<file path="config.mk">
export PLATFORM = sky130hd
export DESIGN_NAME = telemetry_word_stream_parser
export DESIGN_NICKNAME = d
export VERILOG_FILES = /design/src/hdl/twsp_pkg.sv /design/src/hdl/twsp_decode.sv /design/src/hdl/telemetry_word_stream_parser.sv
export SDC_FILE = /design/constraint.sdc
export NUM_CORES = 1
export LEC_CHECK = 0
export BUFFER_PORTS_ARGS = -buffer_cell sky130_fd_sc_hd__buf_4
export CAP_MARGIN = 10
export CORE_MARGIN = 5
export CORE_UTILIZATION = 58
export CTS_CLUSTER_SIZE = 12
export DETAILED_ROUTE_END_ITERATION = 8
export PLACE_DENSITY = 0.86
export SYNTH_ARGS = -nofsm -noshare
export SYNTH_HDL_FRONTEND = slang
export SYNTH_HIERARCHICAL = 1
export SYNTH_SLANG_ARGS = --single-unit
</file>
<file path="constraint.sdc">
create_clock -name i_clk -period 2.25 [get_ports i_clk]
set_input_delay 0.3375 -clock i_clk [delete_from_list [all_inputs] [get_ports i_clk]]
set_output_delay 0.3375 -clock i_clk [all_outputs]
set_load 0.1 [all_outputs]
</file>
<file path="src/hdl/twsp_pkg.sv">
// Shared constants and types for the telemetry word stream parser.
package twsp_pkg;

    localparam int BOX_WORDS  = 32;
    localparam int TIME_WORDS = 4;

    localparam logic [15:0] SYNC_WORD = 16'hf811;
    localparam logic [15:0] HDR_TIME  = 16'hfba8;
    localparam logic [15:0] HDR_CMD0  = 16'h2360;
    localparam logic [15:0] HDR_CMD1  = 16'h2380;
    localparam logic [15:0] HDR_HK0   = 16'h2420;
    localparam logic [15:0] HDR_HK1   = 16'h2440;

    localparam logic [2:0] ST_UNLOCKED   = 3'd0;
    localparam logic [2:0] ST_FRAMENUM   = 3'd1;
    localparam logic [2:0] ST_HEADER     = 3'd2;
    localparam logic [2:0] ST_TIME       = 3'd3;
    localparam logic [2:0] ST_CMD_DATA   = 3'd4;
    localparam logic [2:0] ST_CMD_STATUS = 3'd5;
    localparam logic [2:0] ST_HK_STATUS  = 3'd6;
    localparam logic [2:0] ST_HK_DATA    = 3'd7;

    localparam logic [2:0] CLS_DISCARD  = 3'd0;
    localparam logic [2:0] CLS_SYNC     = 3'd1;
    localparam logic [2:0] CLS_FRAMENUM = 3'd2;
    localparam logic [2:0] CLS_HEADER   = 3'd3;
    localparam logic [2:0] CLS_TIME     = 3'd4;
    localparam logic [2:0] CLS_DATA     = 3'd5;
    localparam logic [2:0] CLS_STATUS   = 3'd6;
    localparam logic [2:0] CLS_ERROR    = 3'd7;

    typedef struct packed {
        logic [2:0]  parser_state;
        logic [4:0]  slot_counter;
        logic        side_register;
        logic [15:0] frames_seen;
        logic [15:0] time_blocks_seen;
        logic [15:0] command_frames_seen;
        logic [15:0] housekeeping_frames_seen;
        logic [1:0]  command_sides_seen;
        logic [1:0]  housekeeping_sides_seen;
    } t_parse_state;

    typedef struct packed {
        logic [2:0]  word_class;
        logic [4:0]  slot_index;
        logic        box_side;
        logic        is_housekeeping;
        logic [15:0] word_value;
        logic        time_block_done;
        logic        command_frame_done;
        logic        housekeeping_frame_done;
        logic [15:0] frame_count;
        logic [15:0] time_block_count;
        logic [15:0] command_frame_count;
        logic [15:0] housekeeping_frame_count;
    } t_word_result;

endpackage

</file>
<file path="src/hdl/twsp_decode.sv">
// Per-word frame decode: next parser state and the tagged result for one word.
module twsp_decode (
    input  twsp_pkg::t_parse_state i_state,
    input  logic [15:0]            i_word,
    output twsp_pkg::t_parse_state o_next,
    output twsp_pkg::t_word_result o_result
);

    logic [5:0] slot_inc;
    logic       time_last;
    logic       box_last;
    logic [1:0] sides;

    assign slot_inc  = {1'b0, i_state.slot_counter} + 6'd1;
    assign time_last = slot_inc >= 6'(twsp_pkg::TIME_WORDS);
    assign box_last  = slot_inc >= 6'(twsp_pkg::BOX_WORDS);

    always_comb begin
        o_next   = i_state;
        o_result = '0;
        sides    = 2'b00;
        o_result.word_value = i_word;
        unique case (i_state.parser_state)
            twsp_pkg::ST_UNLOCKED: begin
                if (i_word == twsp_pkg::SYNC_WORD) begin
                    o_result.word_class = twsp_pkg::CLS_SYNC;
                    o_next.parser_state = twsp_pkg::ST_FRAMENUM;
                end else begin
                    o_result.word_class = twsp_pkg::CLS_DISCARD;
                end
            end
            twsp_pkg::ST_FRAMENUM: begin
                o_result.word_class = twsp_pkg::CLS_FRAMENUM;
                o_next.frames_seen  = i_state.frames_seen + 16'd1;
                o_next.parser_state = twsp_pkg::ST_HEADER;
            end
            twsp_pkg::ST_HEADER: begin
                o_next.slot_counter = '0;
                o_result.word_class = twsp_pkg::CLS_HEADER;
                priority if (i_word == twsp_pkg::SYNC_WORD) begin
                    o_result.word_class = twsp_pkg::CLS_SYNC;
                    o_next.parser_state = twsp_pkg::ST_FRAMENUM;
                end else if (i_word == twsp_pkg::HDR_TIME) begin
                    o_next.parser_state = twsp_pkg::ST_TIME;
                end else if (i_word == twsp_pkg::HDR_CMD0 || i_word == twsp_pkg::HDR_CMD1) begin
                    o_next.side_register = (i_word == twsp_pkg::HDR_CMD1);
                    o_result.box_side    = (i_word == twsp_pkg::HDR_CMD1);
                    o_next.parser_state  = twsp_pkg::ST_CMD_DATA;
                end else if (i_word == twsp_pkg::HDR_HK0 || i_word == twsp_pkg::HDR_HK1) begin
                    o_next.side_register     = (i_word == twsp_pkg::HDR_HK1);
                    o_result.box_side        = (i_word == twsp_pkg::HDR_HK1);
                    o_result.is_housekeeping = 1'b1;
                    o_next.parser_state      = twsp_pkg::ST_HK_STATUS;
                end else begin
                    o_result.word_class = twsp_pkg::CLS_ERROR;
                    o_next.parser_state = twsp_pkg::ST_UNLOCKED;
                end
            end
            twsp_pkg::ST_TIME: begin
                o_result.word_class = twsp_pkg::CLS_TIME;
                o_result.slot_index = i_state.slot_counter;
                if (time_last) begin
                    o_result.time_block_done = 1'b1;
                    o_next.time_blocks_seen  = i_state.time_blocks_seen + 16'd1;
                    o_next.slot_counter      = '0;
                    o_next.parser_state      = twsp_pkg::ST_HEADER;
                end else begin
                    o_next.slot_counter = slot_inc[4:0];
                end
            end
            twsp_pkg::ST_CMD_DATA: begin
                o_result.word_class = twsp_pkg::CLS_DATA;
                o_result.slot_index = i_state.slot_counter;
                o_result.box_side   = i_state.side_register;
                if (box_last) begin
                    o_next.slot_counter = '0;
                    o_next.parser_state = twsp_pkg::ST_CMD_STATUS;
                end else begin
                    o_next.slot_counter = slot_inc[4:0];
                end
            end
            twsp_pkg::ST_CMD_STATUS: begin
                o_result.word_class = twsp_pkg::CLS_STATUS;
                o_result.box_side   = i_state.side_register;
                sides = i_state.command_sides_seen
                      | (i_state.side_register ? 2'b10 : 2'b01);
                if (sides == 2'b11) begin
                    o_next.command_sides_seen  = 2'b00;
                    o_next.command_frames_seen = i_state.command_frames_seen + 16'd1;
                    o_result.command_frame_done = 1'b1;
                end else begin
                    o_next.command_sides_seen = sides;
                end
                o_next.parser_state = twsp_pkg::ST_HEADER;
            end
            twsp_pkg::ST_HK_STATUS: begin
                o_result.word_class      = twsp_pkg::CLS_STATUS;
                o_result.box_side        = i_state.side_register;
                o_result.is_housekeeping = 1'b1;
                o_next.slot_counter      = '0;
                o_next.parser_state      = twsp_pkg::ST_HK_DATA;
            end
            twsp_pkg::ST_HK_DATA: begin
                o_result.word_class      = twsp_pkg::CLS_DATA;
                o_result.slot_index      = i_state.slot_counter;
                o_result.box_side        = i_state.side_register;
                o_result.is_housekeeping = 1'b1;
                if (box_last) begin
                    o_next.slot_counter = '0;
                    sides = i_state.housekeeping_sides_seen
                          | (i_state.side_register ? 2'b10 : 2'b01);
                    if (sides == 2'b11) begin
                        o_next.housekeeping_sides_seen  = 2'b00;
                        o_next.housekeeping_frames_seen =
                            i_state.housekeeping_frames_seen + 16'd1;
                        o_result.housekeeping_frame_done = 1'b1;
                    end else begin
                        o_next.housekeeping_sides_seen = sides;
                    end
                    o_next.parser_state = twsp_pkg::ST_HEADER;
                end else begin
                    o_next.slot_counter = slot_inc[4:0];
                end
            end
            default: begin
                o_next = i_state;
            end
        endcase
        o_result.frame_count              = o_next.frames_seen;
        o_result.time_block_count         = o_next.time_blocks_seen;
        o_result.command_frame_count      = o_next.command_frames_seen;
        o_result.housekeeping_frame_count = o_next.housekeeping_frames_seen;
    end

endmodule

</file>
<file path="src/hdl/telemetry_word_stream_parser.sv">
// Telemetry word stream parser top level: input register, decode, result register.
// An accepted word is held in the input reg, then in the result reg, with decode between.
// Throughput: one word per cycle while the result side keeps taking words.
// Parser state is updated as a word moves from the input reg to the result reg.
// Reset (synchronous, active low): unlocked, slot/side zero, all counters and
// side flags zero, both pipeline stages empty.
module telemetry_word_stream_parser (
    input  logic        i_clk,
    input  logic        i_rst_n,
    input  logic        i_in_valid,
    output logic        o_in_ready,
    input  logic [15:0] i_bus_word,
    output logic        o_out_valid,
    input  logic        i_out_ready,
    output logic [2:0]  o_word_class,
    output logic [4:0]  o_slot_index,
    output logic        o_box_side,
    output logic        o_is_housekeeping,
    output logic [15:0] o_word_value,
    output logic        o_time_block_done,
    output logic        o_command_frame_done,
    output logic        o_housekeeping_frame_done,
    output logic [15:0] o_frame_count,
    output logic [15:0] o_time_block_count,
    output logic [15:0] o_command_frame_count,
    output logic [15:0] o_housekeeping_frame_count
);

    logic                   r_in_valid;
    logic [15:0]            r_in_word;
    logic                   r_out_valid;
    twsp_pkg::t_word_result r_result;
    twsp_pkg::t_parse_state r_state;
    twsp_pkg::t_parse_state n_state;
    twsp_pkg::t_word_result n_result;
    logic                   advance;

    assign advance    = r_in_valid && (!r_out_valid || i_out_ready);
    assign o_in_ready = !r_in_valid || advance;

    twsp_decode u_decode (
        .i_state  (r_state),
        .i_word   (r_in_word),
        .o_next   (n_state),
        .o_result (n_result)
    );

    always_ff @(posedge i_clk) begin
        if (!i_rst_n) begin
            r_in_valid  <= 1'b0;
            r_out_valid <= 1'b0;
            r_state     <= '0;
        end else begin
            if (o_in_ready) begin
                r_in_valid <= i_in_valid;
            end
            if (advance) begin
                r_out_valid <= 1'b1;
                r_state     <= n_state;
            end else if (i_out_ready) begin
                r_out_valid <= 1'b0;
            end
        end
    end

    always_ff @(posedge i_clk) begin
        if (o_in_ready && i_in_valid) begin
            r_in_word <= i_bus_word;
        end
        if (advance) begin
            r_result <= n_result;
        end
    end

    assign o_out_valid                = r_out_valid;
    assign o_word_class               = r_result.word_class;
    assign o_slot_index               = r_result.slot_index;
    assign o_box_side                 = r_result.box_side;
    assign o_is_housekeeping          = r_result.is_housekeeping;
    assign o_word_value               = r_result.word_value;
    assign o_time_block_done          = r_result.time_block_done;
    assign o_command_frame_done       = r_result.command_frame_done;
    assign o_housekeeping_frame_done  = r_result.housekeeping_frame_done;
    assign o_frame_count              = r_result.frame_count;
    assign o_time_block_count         = r_result.time_block_count;
    assign o_command_frame_count      = r_result.command_frame_count;
    assign o_housekeeping_frame_count = r_result.housekeeping_frame_count;

`ifndef NO_ASSERTIONS
    a_in_hold: assert property (@(posedge i_clk) disable iff (!i_rst_n)
        r_in_valid && !advance |=> r_in_valid && $stable(r_in_word))
        else $error("input stage lost or changed a stalled word");

    a_time_done: assert property (@(posedge i_clk) disable iff (!i_rst_n)
        o_out_valid && o_time_block_done |-> o_word_class == twsp_pkg::CLS_TIME)
        else $error("time block done on a non-time word");

    a_cmd_done: assert property (@(posedge i_clk) disable iff (!i_rst_n)
        o_out_valid && o_command_frame_done |->
            o_word_class == twsp_pkg::CLS_STATUS && !o_is_housekeeping)
        else $error("command frame done on a wrong word");

    a_hk_done: assert property (@(posedge i_clk) disable iff (!i_rst_n)
        o_out_valid && o_housekeeping_frame_done |->
            o_word_class == twsp_pkg::CLS_DATA && o_is_housekeeping)
        else $error("housekeeping frame done on a wrong word");

    a_out_hold: assert property (@(posedge i_clk) disable iff (!i_rst_n)
        r_out_valid && !i_out_ready |=> r_out_valid && $stable(r_result))
        else $error("result register changed while stalled");
`endif

endmodule

</file>
==> impl_metrics.sql, run 1 <==
INSERT INTO impl_metrics (metric_group, metric, value, unit) VALUES
('outcome', 'status', 'finished clean', ''),
('layout', 'postLayoutCellArea', '10000', 'um2'),
('min_path', 'worst_hold_path_type', 'in -> reg', ''),
('yosys', 'ys_ff_latch', '188', ''),
('global_routing', 'globalRouteTotalUtil', '17.7', '%'),
('global_routing', 'grt_overflow', '0', ''),
('min_path', 'hold_start', 'i_bus_word[15]', ''),
('cts', 'cts_made_buffers', '17', ''),
('yosys', 'synth_most_common_cell', 'nand2_1', ''),
('setup_path', 'worst_setup_path_start_kind', 'flop', ''),
('power_and_ir_drop', 'vdd_ir_drop_max', '0.571', 'mV'),
('die', 'initial_utilization', '59.1', '%'),
('yosys', 'yosys.area_share.adder', '0.835', '%'),
('route', 'dr_total_vias', '5588', ''),
('yosys', 'synthesis.area_per_instance', '11.0', 'um2'),
('route', 'drt-initial-drc-count', '410', ''),
('layout', 'total_area_of_multi_input_combinational_cells', '3340', 'um2'),
('yosys', 'synth_xor_area_share', '6.04', '%'),
('sta', 'hold-worst-slack', '0.0858', 'ns'),
('setup_path', 'critical_path.endpoint_type', 'flop', ''),
('route', 'route.detailed.drc', '0', ''),
('sta', 'final_setup_skew', '0.0114', 'ns'),
('route', 'detail_route.vias_per_cell', '5.32', ''),
('sta', 'final_number_of_setup_violating_endpoints', '0', ''),
('cts', 'clk_pin_slew', '0.07', 'ns'),
('setup_path', 'cp_slowest_cell', 'or4b_1', ''),
('place', 'dp.cells', '1018', ''),
('yosys', 'combinational_family_with_the_most_area_after_synthesis', 'simple AND/OR/NAND/NOR gates', ''),
('layout', 'area.sequential', '4860', 'um2'),
('flow_run', 'max-cap-violations', '0', ''),
('sta', 'share_of_the_clock_period_used_by_the_worst_path_after_layout', '92.0', '%'),
('layout', 'final.fill_count', '1173', ''),
('die', 'core_footprint', '15200', 'um2'),
('cts', 'clock_tree.root_cell', 'clkbuf_16', ''),
('yosys', 'synthesis.nets', '841', ''),
('cts', 'post_cts_setup_buffer_count', '0', ''),
('yosys', 'netlist_area_pre_place', '8990', 'um2'),
('die', 'placementRows', '45', ''),
('die', 'die_area', '18100', 'um2'),
('cts', 'clock_insertion_delay_worst_skew', '0.42', 'ns'),
('yosys', 'synthesis.instances', '815', ''),
('layout', 'final_cells', '1050', ''),
('cts', 'htree_num_levels', '4', ''),
('setup_path', 'worst-endpoint-arrival', '2.42', 'ns'),
('yosys', 'netlist-cell-type-count', '64', ''),
('yosys', 'ys.flop_type', 'edfxtp_1', ''),
('die', 'dieWidth', '135', 'um'),
('place', 'placed_area', '9480', 'um2'),
('layout', 'fin_nets', '875', ''),
('layout', 'post_route_cells_drive_above_1_share', '21.8', '%'),
('cts', 'tritoncts_num_sinks', '188', ''),
('layout', 'n_antenna_cell', '0', ''),
('yosys', 'synth-simple-area-share', '17.7', '%'),
('place', 'gp_congestion', '0.875', ''),
('cts', 'clk_path_buf_depth', '2', ''),
('die', 'fp.dieH', '135', 'um'),
('setup_path', 'cp_num_buf_inv', '0', ''),
('setup_path', 'critical-path-max-stage-delay', '0.48', 'ns'),
('route', 'drt-pass1-iter-count', '4', ''),
('route', 'wl_per_cell', '14.8', 'um'),
('global_routing', 'grt_pass1_vias', '5417', ''),
('yosys', 'top_cell_type_s_share_of_synthesized_area', '36.4', '%'),
('sta', 'layout_min_cycle_time', '2.07', 'ns'),
('setup_path', 'cp_top_family', 'simple AND/OR/NAND/NOR gates', ''),
('sta', 'worst-slew-pin-transition', '0.667', 'ns'),
('layout', 'syn2layout_area_growth', '11.7', '%'),
('yosys', 'synthTopCellsByArea', 'edfxtp_1 (36%), dfxtp_1 (18%), mux2i_1 (8.7%)', ''),
('sta', 'grt_setup_unrepaired', 'false', ''),
('power_and_ir_drop', 'p_leak', '0.00361', 'uW'),
('die', 'floorplan.io_pins', '115', ''),
('place', 'port_buffers', '114', '');
==> metrics by stage <==
step	power (uW)	setup WS, ns	util (%)
CTS	7580	0.114	66.0
global route	7760	0.00113	66.1
detailed placement	4800	0.145	62.3
finish	7510	0.181	66.1
floorplan	4630	0.163	-
global placement	4790	0.227	62.3
==> power breakdown <==
| group | total [uW] | switching [uW] | leakage [uW] | internal (uW) |
|---|---|---|---|---|
| Combinational | 938 | 761 | 0.00174 | 177 |
| Sequential | 3780 | 45.5 | 0.00162 | 3740 |
| Clock | 2790 | 1260 | 0.000250 | 1530 |
==> worst paths after layout <==
check / end / slack [ns] / cells past startpoint
setup / recovery: r_state[74] / 0.18 / 6
hold / removal: r_in_word[15] / 0.09 / 1
setup reg to reg: r_state[74] / 0.18 / 6
hold reg to reg: o_word_value[13] / 0.45 / 0
==> area by class of cell <==
class	instances	area share [%]
Sequential cell	188	48.3
Tap cell	188	2.34
Multi-Input combinational cell	506	33.3
Timing Repair Buffer	129	10.3
Clock inverter	13	1.18
Clock buffer	19	4.31
Inverter	7	0.262
==> layout by cell type (no fill, tap or decap), types with 5 or more instances in the layout <==
cell	instances
dfxtp_1	77
ha_1	5
xor2_1	13
xnor2_1	49
nor2b_1	5
buf_4	124
nand4_1	23
nand2_1	187
inv_1	6
clkbuf_16	17
clkinvlp_4	6
edfxtp_1	109
nor2_1	15
and4_1	10
o21ai_0	11
buf_12	5
and3_1	13
mux2i_1	78
nand3_1	21
a21oi_1	9
==> what timing repair did <==
| action | in CTS | in global routing |
|---|---|---|
| gates resized for setup | 0 | 4 |
| hold buffers | 0 | 0 |
| setup endpoints to repair | 0 | 17 |
==> logic make-up (layout without fill, tap and decap cells) <==
logic type      count (synthesis)  after routing
flops                         188            188
simple gates                  313            313
fa+ha+maj                       6              6
compound gates                 42             42
buf+inv                       121            168
xor+xnor                       62             62
mux                            83             83
==> routing by layer <==
layer	vias up	share of wire, %	track usage (%)
li1	2839	-	-
met5	-	0	0
met4	0	1.1	5.88
met2	110	50	29.4
met1	2629	44	22.9
met3	10	4.3	4.58
==> state kept, by name, summed over array words and instances, names as in the netlist <==
name,cells
o_box_side,1
o_command_frame_count,16
o_command_frame_done,1
o_frame_count,16
o_housekeeping_frame_count,16
o_housekeeping_frame_done,1
o_is_housekeeping,1
o_out_valid,1
o_slot_index,5
o_time_block_count,16
o_time_block_done,1
o_word_class,3
o_word_value,16
r_in_valid,1
r_in_word,16
r_state,77
==> worst register-to-register path: cells and delay by family, from the launching register on <==
family	cells	cell delay, ns
flops	1	0.38
mux	1	0.14
simple gates	5	1.48
(Power assumes the default switching activity.)
==> run 2, diff against run 1 <==
--- a/config.mk
+++ b/config.mk
@@ -5,13 +5,13 @@
 export SDC_FILE = /design/constraint.sdc
 export NUM_CORES = 1
 export LEC_CHECK = 0
-export BUFFER_PORTS_ARGS = -buffer_cell sky130_fd_sc_hd__buf_4
 export CAP_MARGIN = 10
 export CORE_MARGIN = 5
-export CORE_UTILIZATION = 58
+export CORE_UTILIZATION = 55
 export CTS_CLUSTER_SIZE = 12
 export DETAILED_ROUTE_END_ITERATION = 8
-export PLACE_DENSITY = 0.86
+export DONT_BUFFER_PORTS = 1
+export PLACE_DENSITY = 0.76
 export SYNTH_ARGS = -nofsm -noshare
 export SYNTH_HDL_FRONTEND = slang
 export SYNTH_HIERARCHICAL = 1
==> impl_metrics.sql, run 2 (same netlist as run 1, synthesis figures left out) <==
INSERT INTO impl_metrics (metric_group, metric, value, unit) VALUES
('die', 'floorplan.io_pins', '115', ''),
('cts', 'clock_tree.root_cell', 'clkbuf_16', ''),
('route', 'dr_total_vias', '5888', ''),
('power_and_ir_drop', 'powerDensity', '747', 'nW/um2'),
('place', 'placed_area', '9480', 'um2'),
('route', 'detail_route.vias_per_cell', '5.42', ''),
('cts', 'clock_insertion_delay_worst_skew', '0.43', 'ns'),
('die', 'dieWidth', '138', 'um'),
('global_routing', 'pin_count_of_the_biggest_net_entering_global_routing', '157', ''),
('cts', 'clk_path_buf_depth', '2', ''),
('sta', 'layout_min_cycle_time', '2.07', 'ns'),
('die', 'initial_utilization', '56.4', '%'),
('route', 'route.final.wire_length', '17300', 'um'),
('place', 'port_buffers', '0', ''),
('sta', 'timing.final.hold_violations', '0', ''),
('setup_path', 'cp_slowest_cell', 'dfxtp_2', ''),
('sta', 'final_number_of_setup_violating_endpoints', '0', ''),
('sta', 'share_of_the_clock_period_used_by_the_worst_path_after_layout', '92.1', '%'),
('route', 'drt-pass1-iter-count', '5', ''),
('sta', 'setup-tns-final', '0', 'ns'),
('sta', 'max_slew_violation_total_from_the_final_report', '0', ''),
('place', 'gp_congestion', '0.847', ''),
('power_and_ir_drop', 'p_leak', '0.00368', 'uW'),
('route', 'drt-initial-drc-count', '420', ''),
('cts', 'tritoncts_num_sinks', '188', ''),
('setup_path', 'critical-path-max-stage-delay', '0.46', 'ns'),
('layout', 'largest_register_ff_count', '77', ''),
('sta', 'fmaxAchievable', '0.482', 'GHz'),
('layout', 'fin_nets', '883', ''),
('sta', 'maxSlewHeadroom', '51.6', '%'),
('route', 'antenna_violating_nets_post_route', '0', ''),
('die', 'fp.dieH', '138', 'um'),
('global_routing', 'grt_pass1_wl', '28400', 'um'),
('global_routing', 'grt_pass1_vias', '5878', ''),
('setup_path', 'worst-endpoint-arrival', '2.43', 'ns'),
('layout', 'layout.cells.most_common_list', 'nand2_1 (187), buf_4 (114), edfxtp_1 (109)', ''),
('cts', 'tritoncts', 'done', ''),
('die', 'die_area', '19000', 'um2'),
('route', 'wl_per_cell', '15.9', 'um'),
('flow_run', 'max-cap-violations', '0', ''),
('setup_path', 'worst-endpoint-required', '2.61', 'ns'),
('layout', 'post_route_cells_drive_above_1_share', '21.4', '%'),
('die', 'core_footprint', '15900', 'um2'),
('global_routing', 'globalRouteTotalUtil', '18.9', '%'),
('setup_path', 'worst_setup_path_start_kind', 'flop', ''),
('global_routing', 'antenna_found_initial', '0', ''),
('die', 'placementRows', '46', ''),
('layout', 'top_register', 'r_state', ''),
('outcome', 'status', 'finished clean', ''),
('min_path', 'worst_hold_path_type', 'in -> reg', ''),
('setup_path', 'cp_cell_sequence', 'and3_2 -> nand3_1 -> nor4_4 -> nand4_1 -> xnor2_1 -> nand2_1 -> mux2i_1', ''),
('cts', 'clk_pin_slew', '0.07', 'ns'),
('global_routing', 'grt_overflow', '0', ''),
('layout', 'layout.cells.most_common', 'nand2_1', ''),
('cts', 'cts_made_buffers', '17', ''),
('place', 'hpwl', '11600', 'um'),
('sta', 'final_setup_skew', '0.00781', 'ns'),
('sta', 'grt_setup_unrepaired', 'false', ''),
('layout', 'postLayoutCellArea', '10300', 'um2'),
('setup_path', 'worstPathMaxFanout', '11', ''),
('setup_path', 'setup_cp_type', 'reg -> reg', ''),
('layout', 'n_antenna_cell', '0', ''),
('layout', 'syn2layout_area_growth', '14.1', '%'),
('setup_path', 'critical_path.endpoint_type', 'flop', ''),
('sta', 'worst-slew-pin-transition', '0.726', 'ns'),
('route', 'route.detailed.drc', '0', ''),
('power_and_ir_drop', 'vdd_ir_drop_max', '0.502', 'mV'),
('cts', 'htree_num_levels', '4', '');
[run 2: what timing repair did]
item | 4_1_cts | 5_1_grt
hold buffers | 16 | 0
buffers inserted | 0 | 0
endpoints found under the setup margin | 0 | 19
gates resized for setup | 0 | 8
endpoints found under the hold margin | 16 | 0
[run 2: critical path, delay by kind of cell (launching register included)]
| family | cells | cell delay [ns] |
|---|---|---|
| and+or+nand+nor | 5 | 1.19 |
| DFF | 1 | 0.46 |
| xor gates and xnor gates | 1 | 0.25 |
| muxes | 1 | 0.13 |
[run 2: where the power goes]
group / leakage (uW) / switching [uW] / total, uW / internal, uW
sequential: 0.00162 / 43.0 / 3780 / 3730
clock: 0.000281 / 1360 / 2960 / 1600
combinational: 0.00177 / 731 / 919 / 189
[run 2: worst paths after layout]
kind                                    start                to  slack (ns)  cells after the start
worst max-delay path              r_state[75]       r_state[16]        0.18                      7
worst min-delay path                  i_rst_n       o_out_valid        0.05                      1
worst max register to register    r_state[75]       r_state[16]        0.18                      7
worst min register to register  r_in_word[13]  o_word_value[13]        0.45                      0
[run 2: metal layers]
layer / track usage [%] / vias up / routed length (um)
met5: 0 / - / 0
met4: 6.59 / 0 / 306
met3: 5.62 / 24 / 1010
met2: 32.4 / 175 / 8860
met1: 22.6 / 2845 / 7100
li1: - / 2844 / -
[run 2: cell type report]
class                   instances  area, um2
clock inverters                14        153
inverters                       7       26.3
repair buffers                137       1160
multi-input cells             506       3350
flip-flops and latches        188       4860
clock buffers                  18        439
fillers                      1191       5690
well taps                     216        270
[run 2: per-stage QoR]
stage / hold slack (ns) / setup WS, ns / std cells / power, uW / util (%)
2_1_floorplan: 0.435 / 0.163 / 815 / 4630 / -
3_3_place_gp: 0.424 / 0.203 / 1038 / 4740 / 59.4
3_5_place_dp: 0.429 / 0.104 / 1038 / 4750 / 59.4
4_1_cts: 0.0225 / 0.0692 / 1086 / 7720 / 64.2
5_1_grt: 0.00870 / 0.00269 / 1086 / 7900 / 64.3
6_report: 0.0488 / 0.177 / 1086 / 7660 / 64.3
